<file path="config.mk">
export PLATFORM = sky130hd
export DESIGN_NAME = http_prefix_skipper
export DESIGN_NICKNAME = d
export VERILOG_FILES = /design/src/rtl/hps_pkg.sv /design/src/rtl/hps_step.sv /design/src/rtl/http_prefix_skipper.sv
export SDC_FILE = /design/constraint.sdc
export NUM_CORES = 1
export LEC_CHECK = 0
export BUFFER_PORTS_ARGS = -buffer_cell sky130_fd_sc_hd__buf_2
export CORE_ASPECT_RATIO = 1.1
export CORE_MARGIN = 4
export CORE_UTILIZATION = 45
export CTS_CLUSTER_DIAMETER = 40
export CTS_CLUSTER_SIZE = 40
export DETAILED_ROUTE_END_ITERATION = 7
export GPL_TIMING_DRIVEN = 0
export PLACE_DENSITY = 0.67
export REMOVE_ABC_BUFFERS = 1
export SKIP_CTS_REPAIR_TIMING = 1
export SYNTH_ARGS = -nofsm -noshare
export SYNTH_HDL_FRONTEND = slang
export SYNTH_SLANG_ARGS = --single-unit
export TNS_END_PERCENT = 5
</file>
<file path="constraint.sdc">
create_clock -name clock -period 3.6 [get_ports clock]
set_input_delay 0.54 -clock clock [delete_from_list [all_inputs] [get_ports clock]]
set_output_delay 0.54 -clock clock [all_outputs]
set_load 0.03 [all_outputs]
</file>
<file path="src/rtl/hps_pkg.sv">
// Package for the HTTP prefix skipper: status and phase codes, parser state
// type, match tables and sizing constants. No dependencies.
package hps_pkg;

   localparam int SEED_MESSAGE_BYTES = 24;
   localparam int POSITION_WIDTH     = 16;
   localparam int COMPAT_BYTES       = 16;
   localparam int METHOD_COUNT       = 8;
   localparam int METHOD_MAX_LEN     = 7;

   typedef enum logic [2:0] {
      ST_DECIDING  = 3'd0,
      ST_NO_PREFIX = 3'd1,
      ST_INSIDE    = 3'd2,
      ST_END       = 3'd3,
      ST_AFTER     = 3'd4
   } hps_status_type;

   typedef enum logic [1:0] {
      PH_DECIDE = 2'd0,
      PH_INSIDE = 2'd1,
      PH_DONE   = 2'd2
   } hps_phase_type;

   typedef struct packed {
      hps_phase_type              phase;
      logic [POSITION_WIDTH-1:0]  pos;
      logic [METHOD_COUNT-1:0]    cand;
      logic                       compat;
      logic                       scan;
      logic [1:0]                 prog;
   } hps_state_type;

   typedef struct packed {
      hps_status_type status;
      logic [4:0]     skip;
   } hps_result_type;

   localparam hps_state_type HPS_STATE_RESET = '{
      phase:  PH_DECIDE,
      pos:    '0,
      cand:   '1,
      compat: 1'b1,
      scan:   1'b0,
      prog:   2'd0
   };

   localparam logic [7:0] CHAR_CR = 8'd13;
   localparam logic [7:0] CHAR_LF = 8'd10;

   // "GET / HTTP/1.0" CR LF
   localparam logic [7:0] COMPAT_LINE [COMPAT_BYTES] = '{
      8'h47, 8'h45, 8'h54, 8'h20, 8'h2F, 8'h20, 8'h48, 8'h54,
      8'h54, 8'h50, 8'h2F, 8'h31, 8'h2E, 8'h30, 8'd13, 8'd10
   };

   // OPTIONS GET HEAD POST PUT DELETE TRACE CONNECT, zero padded
   localparam logic [7:0] METHOD_TEXT [METHOD_COUNT][METHOD_MAX_LEN] = '{
      '{8'h4F, 8'h50, 8'h54, 8'h49, 8'h4F, 8'h4E, 8'h53},
      '{8'h47, 8'h45, 8'h54, 8'h00, 8'h00, 8'h00, 8'h00},
      '{8'h48, 8'h45, 8'h41, 8'h44, 8'h00, 8'h00, 8'h00},
      '{8'h50, 8'h4F, 8'h53, 8'h54, 8'h00, 8'h00, 8'h00},
      '{8'h50, 8'h55, 8'h54, 8'h00, 8'h00, 8'h00, 8'h00},
      '{8'h44, 8'h45, 8'h4C, 8'h45, 8'h54, 8'h45, 8'h00},
      '{8'h54, 8'h52, 8'h41, 8'h43, 8'h45, 8'h00, 8'h00},
      '{8'h43, 8'h4F, 8'h4E, 8'h4E, 8'h45, 8'h43, 8'h54}
   };

   localparam logic [2:0] METHOD_SIZE [METHOD_COUNT] = '{
      3'd7, 3'd3, 3'd4, 3'd4, 3'd3, 3'd6, 3'd5, 3'd7
   };

   // terminator is CR LF CR LF: even progress expects CR
   function automatic logic [7:0] term_byte(input logic [1:0] prog);
      return prog[0] ? CHAR_LF : CHAR_CR;
   endfunction

endpackage

</file>
<file path="src/rtl/hps_step.sv">
// Next-state and result logic of the prefix parser for one byte.
// Depends on hps_pkg.
module hps_step
   import hps_pkg::*;
(
   input  hps_state_type  state_cur,
   input  logic [7:0]     data_byte,
   input  logic           first_byte,
   output hps_state_type  state_nxt,
   output hps_result_type result
);

   hps_state_type             base;
   hps_state_type             nxt;
   logic [POSITION_WIDTH-1:0] pos;
   logic [2:0]                p3;
   logic                      term_hit;
   logic                      done_term;
   logic [4:0]                end_off;

   always_comb begin
      base      = first_byte ? HPS_STATE_RESET : state_cur;
      nxt       = base;
      pos       = base.pos;
      p3        = pos[2:0];
      term_hit  = (data_byte == term_byte(base.prog));
      done_term = 1'b0;
      result.status = ST_DECIDING;
      result.skip   = '0;
      if (32'(pos) >= 32'(SEED_MESSAGE_BYTES)) begin
         end_off = 5'(SEED_MESSAGE_BYTES);
      end else begin
         end_off = pos[4:0] + 5'd1;
      end

      unique case (base.phase)
         PH_DECIDE: begin
            if (base.compat && (32'(pos) < 32'(COMPAT_BYTES)) &&
                (data_byte != COMPAT_LINE[pos[3:0]])) begin
               nxt.compat = 1'b0;
            end
            if (base.scan) begin
               done_term = term_hit && (base.prog == 2'd3);
               nxt.prog  = (term_hit && (base.prog != 2'd3)) ? base.prog + 2'd1 : 2'd0;
            end else if (32'(pos) < 32'(METHOD_MAX_LEN)) begin
               for (int i = 0; i < METHOD_COUNT; i++) begin
                  if (base.cand[i]) begin
                     if ((p3 < METHOD_SIZE[i]) && (data_byte != METHOD_TEXT[i][p3])) begin
                        nxt.cand[i] = 1'b0;
                     end else if (({1'b0, p3} + 4'd1) == {1'b0, METHOD_SIZE[i]}) begin
                        nxt.scan = 1'b1;
                     end
                  end
               end
            end else begin
               nxt.cand = '0;
            end

            if (nxt.compat && (32'(pos) == 32'(COMPAT_BYTES - 1))) begin
               result.status = ST_NO_PREFIX;
               nxt.phase     = PH_DONE;
            end else if (!nxt.scan && (nxt.cand == '0)) begin
               result.status = ST_NO_PREFIX;
               nxt.phase     = PH_DONE;
            end else if (nxt.scan && !nxt.compat) begin
               if (done_term) begin
                  result.status = ST_END;
                  result.skip   = end_off;
                  nxt.phase     = PH_DONE;
               end else begin
                  result.status = ST_INSIDE;
                  nxt.phase     = PH_INSIDE;
               end
            end
         end
         PH_INSIDE: begin
            nxt.prog = (term_hit && (base.prog != 2'd3)) ? base.prog + 2'd1 : 2'd0;
            if (term_hit && (base.prog == 2'd3)) begin
               result.status = ST_END;
               result.skip   = end_off;
               nxt.phase     = PH_DONE;
            end else begin
               result.status = ST_INSIDE;
            end
         end
         PH_DONE: begin
            result.status = ST_AFTER;
         end
         default: begin
            result.status = ST_AFTER;
         end
      endcase

      if (pos != '1) begin
         nxt.pos = pos + 1'b1;
      end
      state_nxt = nxt;
   end

endmodule

</file>
<file path="src/rtl/http_prefix_skipper.sv">
// HTTP prefix skipper top level: input register, parser state register,
// result register. Depends on hps_pkg and hps_step.
//
// Usage: bytes of a connection enter on the req_ channel, one item per byte;
// req_first_byte marks the first byte of a new connection and restarts the
// parser. Every accepted byte gives exactly one item on the rsp_ channel,
// in order: rsp_status (deciding, no prefix, inside prefix, prefix ends
// here, after prefix) and rsp_skip_offset, nonzero only when the prefix
// ends, holding the prefix length capped at the seed message length.
// An accepted byte sits in the input register until the result register is
// free or being read; its result is then loaded into the result register,
// which raises rsp_valid.
// Throughput is one byte per cycle while the receiver does not stall, set
// by the single parser state register that each byte updates.
// When the receiver stalls, the result register holds and the input
// register fills; req_ready drops only when both are occupied, so a byte
// is taken even while a finished result waits.
// Reset empties both registers and puts the parser in its new-connection
// state, so the first byte after reset counts as position zero.
module http_prefix_skipper
   import hps_pkg::*;
(
   input  logic       clock,
   input  logic       reset,
   input  logic       req_valid,
   output logic       req_ready,
   input  logic [7:0] req_data_byte,
   input  logic       req_first_byte,
   output logic       rsp_valid,
   input  logic       rsp_ready,
   output logic [2:0] rsp_status,
   output logic [4:0] rsp_skip_offset
);

   logic           s1_valid_ff;
   logic [7:0]     s1_byte_ff;
   logic           s1_first_ff;
   hps_state_type  ps_ff;
   hps_state_type  ps_in;
   hps_result_type res_in;
   logic           out_valid_ff;
   hps_result_type res_ff;
   logic           advance;

   hps_step u_step (
      .state_cur  (ps_ff),
      .data_byte  (s1_byte_ff),
      .first_byte (s1_first_ff),
      .state_nxt  (ps_in),
      .result     (res_in)
   );

   assign advance   = s1_valid_ff && (!out_valid_ff || rsp_ready);
   assign req_ready = !s1_valid_ff || advance;

   always_ff @(posedge clock) begin
      if (reset) begin
         s1_valid_ff  <= 1'b0;
         out_valid_ff <= 1'b0;
         ps_ff        <= HPS_STATE_RESET;
      end else begin
         if (req_ready) begin
            s1_valid_ff <= req_valid;
         end
         if (advance) begin
            out_valid_ff <= 1'b1;
            ps_ff        <= ps_in;
         end else if (rsp_ready) begin
            out_valid_ff <= 1'b0;
         end
      end
   end

   always_ff @(posedge clock) begin
      if (req_valid && req_ready) begin
         s1_byte_ff  <= req_data_byte;
         s1_first_ff <= req_first_byte;
      end
      if (advance) begin
         res_ff <= res_in;
      end
   end

   assign rsp_valid       = out_valid_ff;
   assign rsp_status      = res_ff.status;
   assign rsp_skip_offset = res_ff.skip;

   a_skip_only_at_end: assert property (@(posedge clock) disable iff (reset)
      (rsp_valid && (rsp_status != ST_END)) |-> (rsp_skip_offset == 5'd0))
      else $error("skip offset set without prefix end");

   a_end_skip_range: assert property (@(posedge clock) disable iff (reset)
      (rsp_valid && (rsp_status == ST_END)) |->
      ((rsp_skip_offset != 5'd0) && (32'(rsp_skip_offset) <= SEED_MESSAGE_BYTES)))
      else $error("prefix end offset out of range");

   a_done_gives_after: assert property (@(posedge clock) disable iff (reset)
      (advance && (ps_ff.phase == PH_DONE) && !s1_first_ff) |=>
      (rsp_valid && (rsp_status == ST_AFTER)))
      else $error("byte after decision not reported as after prefix");

   a_inside_keeps_scan: assert property (@(posedge clock) disable iff (reset)
      (ps_ff.phase == PH_INSIDE) |-> (ps_ff.scan && !ps_ff.compat))
      else $error("inside prefix without active scan");

endmodule

</file>
## Word-level counts from Yosys, hierarchy flattened

Memory sizes are Yosys's and may differ from the RTL's.
Index checks and enable logic that the tools add are counted.

| word-level totals | value |
|---|---|
| bits in registers | 49 |
| ROM bits | 640 |
| output and inout bits | 10 |
| logic and storage cells | 184 |
| memories | 9 |

Memories:

| name | words | bits a word | rd ports | clocked after Yosys merged registers in | write ports | line | RTL |
|---|---|---|---|---|---|---|---|
| (name not given) | 16 | 8 | 1 | 0 | 0 | hps_step.sv:39 | `(data_byte != COMPAT_LINE[pos[3:0]])) begin` |
| (name not given) | 8 | 8 | 1 | 0 | 0 | hps_step.sv:48 | `if ((p3 < METHOD_SIZE[i]) && (data_byte != METHOD_TEXT[i][p3])) begin` |
| (name not given) | 8 | 8 | 1 | 0 | 0 | hps_step.sv:48 |  |
| (name not given) | 8 | 8 | 1 | 0 | 0 | hps_step.sv:48 |  |
| (name not given) | 8 | 8 | 1 | 0 | 0 | hps_step.sv:48 |  |
| (name not given) | 8 | 8 | 1 | 0 | 0 | hps_step.sv:48 |  |
| +3 memories | - | - | - | - | - | - |  |

| cells by class | value |
|---|---|
| $add $sub $neg | 4 |
| order comparisons | 10 |
| equal/unequal tests | 20 |
| multiplexer cells | 101 |
| bitwise operators | 2 |
| reductions and logical operators | 26 |

Operator list:

| cell | count |
|---|---|
| $mux 8 | 22 |
| $ne 8x8->1 | 9 |
| $mux 1 | 57 |
| $mux 30 | 1 |
| $mux 5 | 5 |
| $logic_and 1x1->1 | 17 |
| $add 16x1->16 const B | 1 |
| $eq 16x4->1 const B | 1 |
| $eq 4x3->1 const B | 4 |
| $ge 16x5->1 const B | 1 |
| $lt 16x3->1 const B | 1 |
| $lt 16x5->1 const B | 1 |
| $mux 16 | 1 |
| $ne 16x16->1 const B | 1 |
| $mux 2 | 7 |
| $lt 3x3->1 const B | 4 |
| $mux 10 | 1 |
| $pmux 5 s2 | 1 |
| $mux 3 | 3 |
| $eq 8x8->1 | 1 |
| $logic_not 8->1 | 1 |
| $pmux 2 s2 | 2 |
| $pmux 3 s2 | 1 |
| $add 5x1->5 const B | 1 |
| other kinds (15) | 19 |

## Depth between registers and ports, before layout

| depth | value |
|---|---|
| depth in word-level cells | 44 |
| mapped depth | 14 |
| depth with buffers taken out | 14 |

## Modules after synthesis

From an unflattened synthesis, not the netlist that was laid out.

| unflattened totals | value |
|---|---|
| cell total of the unflattened synthesis | 540 |
| area total of the unflattened synthesis | 4354.2 sq um |

Modules (own cells, without submodules):

| module | instances | cells each | area an instance (sq um) | sequential area each (sq um) |
|---|---|---|---|---|
| hps_step | 1 | 382 | 2426.1 | 0.0 |
| http_prefix_skipper | 1 | 158 | 1928.1 | 1151.1 |

## Worst setup path before layout

No wires, ideal clock.

| path | value |
|---|---|
| path kind | register to register |
| start point | reg s1_first_ff |
| end point | reg ps_ff[29] (netlist name) |
| library setup time | 88 ps |
| arrival | 3384 ps |
| data required time | 3512 ps |
| setup slack | 128 ps |
| cell stages (with the launch flop) | 14 |
| period minus slack after synthesis | 3472 ps |
| cells stage by stage | edfxtp_1 or2b_2 inv_1 ha_1 inv_1 ha_1 xor2_1 or4_1 o21ai_1 a221oi_2 o41ai_1 o41a_1 or4b_4 a311oi_2 |

| between the ends | value |
|---|---|
| word-level cells in the longest chain between the ends | 44 |
| elaborated cells between the ends (all ways) | 137 |
| those cells by class | add/sub (1); order compare (7); eq/ne (18); mux (82); bitwise (2); reduce/logical (18); memory (9) |

Ends and longest elaborated chain:

| element | line | RTL |
|---|---|---|
| start, declared | http_prefix_skipper.sv:37 | `logic s1_first_ff;` |
| start signal, assigned | http_prefix_skipper.sv:77 | `s1_first_ff <= req_first_byte;` |
| $mux 30 (*) | hps_step.sv:22 | `base = first_byte ? HPS_STATE_RESET : state_cur;` |
| $not 3->4 (not written as such) | hps_step.sv:48 |  |
| $mem_v2 8x8 | - |  |
| $mux 8 (not written as such) (2 in a row) | hps_step.sv:48 |  |
| $ne 8x8->1 | hps_step.sv:48 |  |
| $logic_and 1x1->1 | hps_step.sv:48 |  |
| $mux 1 | hps_step.sv:48 |  |
| $mux 1 | hps_step.sv:47 | `if (base.cand[i]) begin` |
| [27 not listed] | - |  |
| $mux 1 | hps_step.sv:45 | `end else if (32'(pos) < 32'(METHOD_MAX_LEN)) begin` |
| $mux 1 | hps_step.sv:42 | `if (base.scan) begin` |
| $mux 1 | hps_step.sv:36 | `unique case (base.phase)` |
| $logic_and 1x1->1 or $logic_not 1->1 (tied branches) | hps_step.sv:65, hps_step.sv:62 |  |
| $mux 2 or $logic_and 1x1->1 (tied branches) | hps_step.sv:65, hps_step.sv:62 |  |
| $mux 2 | hps_step.sv:62 | `end else if (!nxt.scan && (nxt.cand == '0)) begin` |
| $mux 2 | hps_step.sv:59 | `if (nxt.compat && (32'(pos) == 32'(COMPAT_BYTES - 1))) begin` |
| $pmux 2 s2 (*) | hps_step.sv:36 |  |
| end signal, assigned | http_prefix_skipper.sv:67 | `ps_ff <= ps_in;` |
| end, declared | http_prefix_skipper.sv:38 | `hps_state_type ps_ff;` |

Every way passes the cells marked *; elsewhere a longest branch is shown, timed or not. The select of a mux whose other input is x is not followed.
A chain may end at the register's enable or synchronous reset.

## Worst setup path in the final report

Same ends and word-level chain as after synthesis.

==> impl_results.md <==
- Status: finished clean
- Setup crit end kind: flip-flop
- Number of routed nets with antenna violations: 0
- I/O Pins: 23
- Critical Path, Cell by Cell: buf_6 > or2b_4 > ha_2 > nor3_1 > o22ai_1 > o31a_1 > nor3b_1 > o21ai_0 > or4b_4 > a311oi_2
- IO buf count: 22
- Leak: about 1.6 nW
- Global router's overall resource usage: about a fifth
- Flops & latches, synth: slightly below 50
- Post-Syn Area: roughly 0.0040 mm²
- Core Region: between 0.008 and 0.009 mm²
- Final setup viols: 0
- Launch point of the worst hold path: req_data_byte[0]
- Async set-or-reset flop fraction in the synthesized netlist: 0%
- Die footprint: 0.0104 mm²
- Worst Hold End: s1_byte_ff[0]$_DFFE_PP_
- FF-to-FF path depth: 10
- Initial antenna violation count: 0
- Synth warn: 0
- Worst skew pair latency: about 310 ps
- CTS tree: done
- Number of flops mapped to enable cells by yosys: 17
- Fmax: 0.281 GHz
- R2R Path End: ps_ff[29]$_SDFFE_PP0P_
- Critical Path Fanout Max: 12
- Largest net degree at the start of global routing: 33
- Max-cap violations: 0
- Pwr Density: between 200 and 300 mW/mm²
- Die Y-Extent: between 100 and 150 µm
- CTS sink cnt: 49
- Fin nets: 545
- Global-route wire length before repair: 17900 µm
- Ranking of synthesized cells by area: dfxtp_1 16%, edfxtp_1 13%, nor2_1 5.1%, a21oi_1 4.6%, xnor2_1 4.4%
- Yosys top cell area share: about 16%
- # diodes: 0
- Share of cells above drive strength 1: 17.1%
- Register area share after synthesis: between 20% and 30%
- Distinct cells, synth: between 70 and 80
- Most frequent cells in the layout: 54 x nor2_1, 44 x nand2_1, 36 x a21oi_1
- Critical Path AT: 3790 ps
- H-Tree Level Count: 2
- Reg-to-reg slack, setup: ~38 ps
- Number of failing hold endpoints at the final stage: 0
- Proportion of power drawn by the clock network: 27.3%
- Worst IR Drop VDD: approximately 0.23 mV
- Num CTS Buffers: 5
- Syn avg cell area: a little under 8 µm²
- R2R Path Start: s1_first_ff$_DFFE_PP_
- Pint: 0.847 mW
- CTS Buffer Depth: 2
- Worst Setup SP: s1_first_ff$_DFFE_PP_
- Non-Filler Instances: between 600 and 700
- Min-delay worst type: input pin to flip-flop
- Dpl cells: a little over 600
- Reg power frac: 52.0%
- Detailed-placement wirelength estimate: ~7700 µm
- DR WL/cell: 18.1 µm
- Initial DRC Count: between 400 and 500
- Switching Share: a little under a third
- Max Slew Vio Count: 0
- CP Launch Type: flip-flop
- Switching power: 0.397 mW
- Most used DFF post-synth: dfxtp_1
- WS Path Type: flip-flop to flip-flop
- WL final: approximately 11000 µm
- FILL cells: 829
- DR DRC count: 0
- First-pass DRT Iterations: 5
- Worst slew pin tran: between 700 and 800 ps
- Total via count in the routed design: roughly 4000
- Initial Util: between 40% and 50%
- Post-route minimum period: roughly 3600 ps
- Syn Inst Count: between 500 and 600
- Gpl congestion: between 0.9 and 1
- RSZ-0062 raised after global routing: yes
- Vias in the first global route: between 3000 and 4000
- Final worst-path cycle share: between 90 and 100%
- Synth area leader: dfxtp_1
- Most common cell after layout, fill and taps aside: nor2_1
- GRT overflow: 0
- Area growth syn-to-layout: 13.6%
- CTS root buf: clkbuf_8
- Cells on Worst Hold Path: 1
- Slew HR: 48.1%
- Max incr delay on CP: 610 ps
- Design area: 0.00449 mm²
- Logic pwr share: 20.7%
- Worst path slowest cell: or4b_4
- Clk pin slew, worst setup/hold paths: around 100 ps
- Placed inst area: ~0.0041 mm²
- Via density: 6.26
- CP required: 3830 ps
- Site Rows: 35
- Final Skew: 8.34 ps
- Die Wd: between 90 and 100 µm
-- cells in the mapped netlist, types with 4 or more instances --
cell and instances:
mux2i_1 10, nor4_1 6, and2_1 12, or2_2 4
nor2_1 54, a41oi_1 4, o22ai_1 4, ha_1 12
nand4_1 8, a21oi_1 36, nor3_1 20, edfxtp_1 17
inv_1 15, dfxtp_1 32, nor3b_1 5, nand2b_1 13
a311oi_1 5, a211o_1 4, nand3_1 12, buf_2 15
o21ai_0 23, nor2b_1 9, clkbuf_1 16, xnor2_1 20
xor2_1 11, nand2_1 45, o21ai_1 4, and3_1 7
a211oi_1 8
-- registers in the layout, summed over array words and instances, names as in the netlist --
name / flops
s1_first_ff: 1
rsp_status: 3
s1_byte_ff: 8
ps_ff: 30
s1_valid_ff: 1
rsp_valid: 1
rsp_skip_offset: 5
-- power groups by stage --
stage | logic, mW | clock network (mW) | registers [mW]
2_1_floorplan | 0.146 | 0 | 0.657
3_3_place_gp | 0.204 | 0 | 0.665
3_5_place_dp | 0.223 | 0 | 0.660
4_1_cts | 0.224 | 0.347 | 0.647
5_1_grt | 0.279 | 0.372 | 0.651
6_report | 0.257 | 0.340 | 0.647
-- final cells by class --
type,count,area (µm²),area share (%)
timing repair buffer,44,324,7.21
multi-input combinational,401,2700,60.0
sequential,49,1150,25.7
clock buffer,6,72.6,1.62
tap,111,139,3.09
clock inverter,2,13.8,0.306
inverter,19,91.3,2.03
-- worst max-delay path by stage --
stage                        endpoint  slack [ps]  depth (start not counted)
2_1_floorplan  ps_ff[29]$_SDFFE_PP0P_        -640                         14
3_3_place_gp   ps_ff[29]$_SDFFE_PP0P_       -1910                         14
3_5_place_dp   ps_ff[29]$_SDFFE_PP0P_        -920                         14
4_1_cts        ps_ff[29]$_SDFFE_PP0P_        -960                         15
5_1_grt        ps_ff[29]$_SDFFE_PP0P_         -40                         14
6_report       ps_ff[29]$_SDFFE_PP0P_          40                         10
-- routing by layer --
layer	vias to the layer above	track usage (%)	share of wire [%]	wire, µm
li1	1857	-	-	-
met1	1915	26.8	43	4910
met2	164	35.7	48	5550
met3	20	2.62	6.6	754
met4	0	7.81	2.0	230
met5	-	0	0	0
-- kinds of logic (layout without fill, tap and decap cells) --
kind of cell | Yosys count | in the layout | synth area share, %
DFF | 49 | 49 | 29.1
buffers and inverters | 55 | 71 | 6.23
adders and majority gates | 12 | 12 | 3.80
muxes | 13 | 13 | 3.39
and+or+nand+nor | 220 | 220 | 29.1
AOI/OAI and AO/OA | 125 | 125 | 21.5
xor gates and xnor gates | 31 | 31 | 6.86
-- worst max-delay path: cells and delay by family (launching register included) --
family	cells	cell delay, ps
AND/OR/NAND/NOR	4	1290
adder cells (fa/ha/maj)	1	510
buffers and inverters	1	190
AO/OA/AOI/OAI	4	960
flip-flops	1	530
-- per-stage QoR --
stage	total power, mW	TNS, ps	hold slack [ps]	utilization, %	worst slack (ps)
after floorplan	0.803	-2690	467	-	-645
after global routing	1.30	-77.0	389	52.9	-41.5
after global placement	0.869	-33680	494	47.5	-1910
after detailed placement	0.883	-8680	509	48.1	-923
final	1.24	0	402	52.9	37.8
after CTS	1.22	-8970	399	49.1	-958
Note: power is estimated with default switching activity, not from simulation.
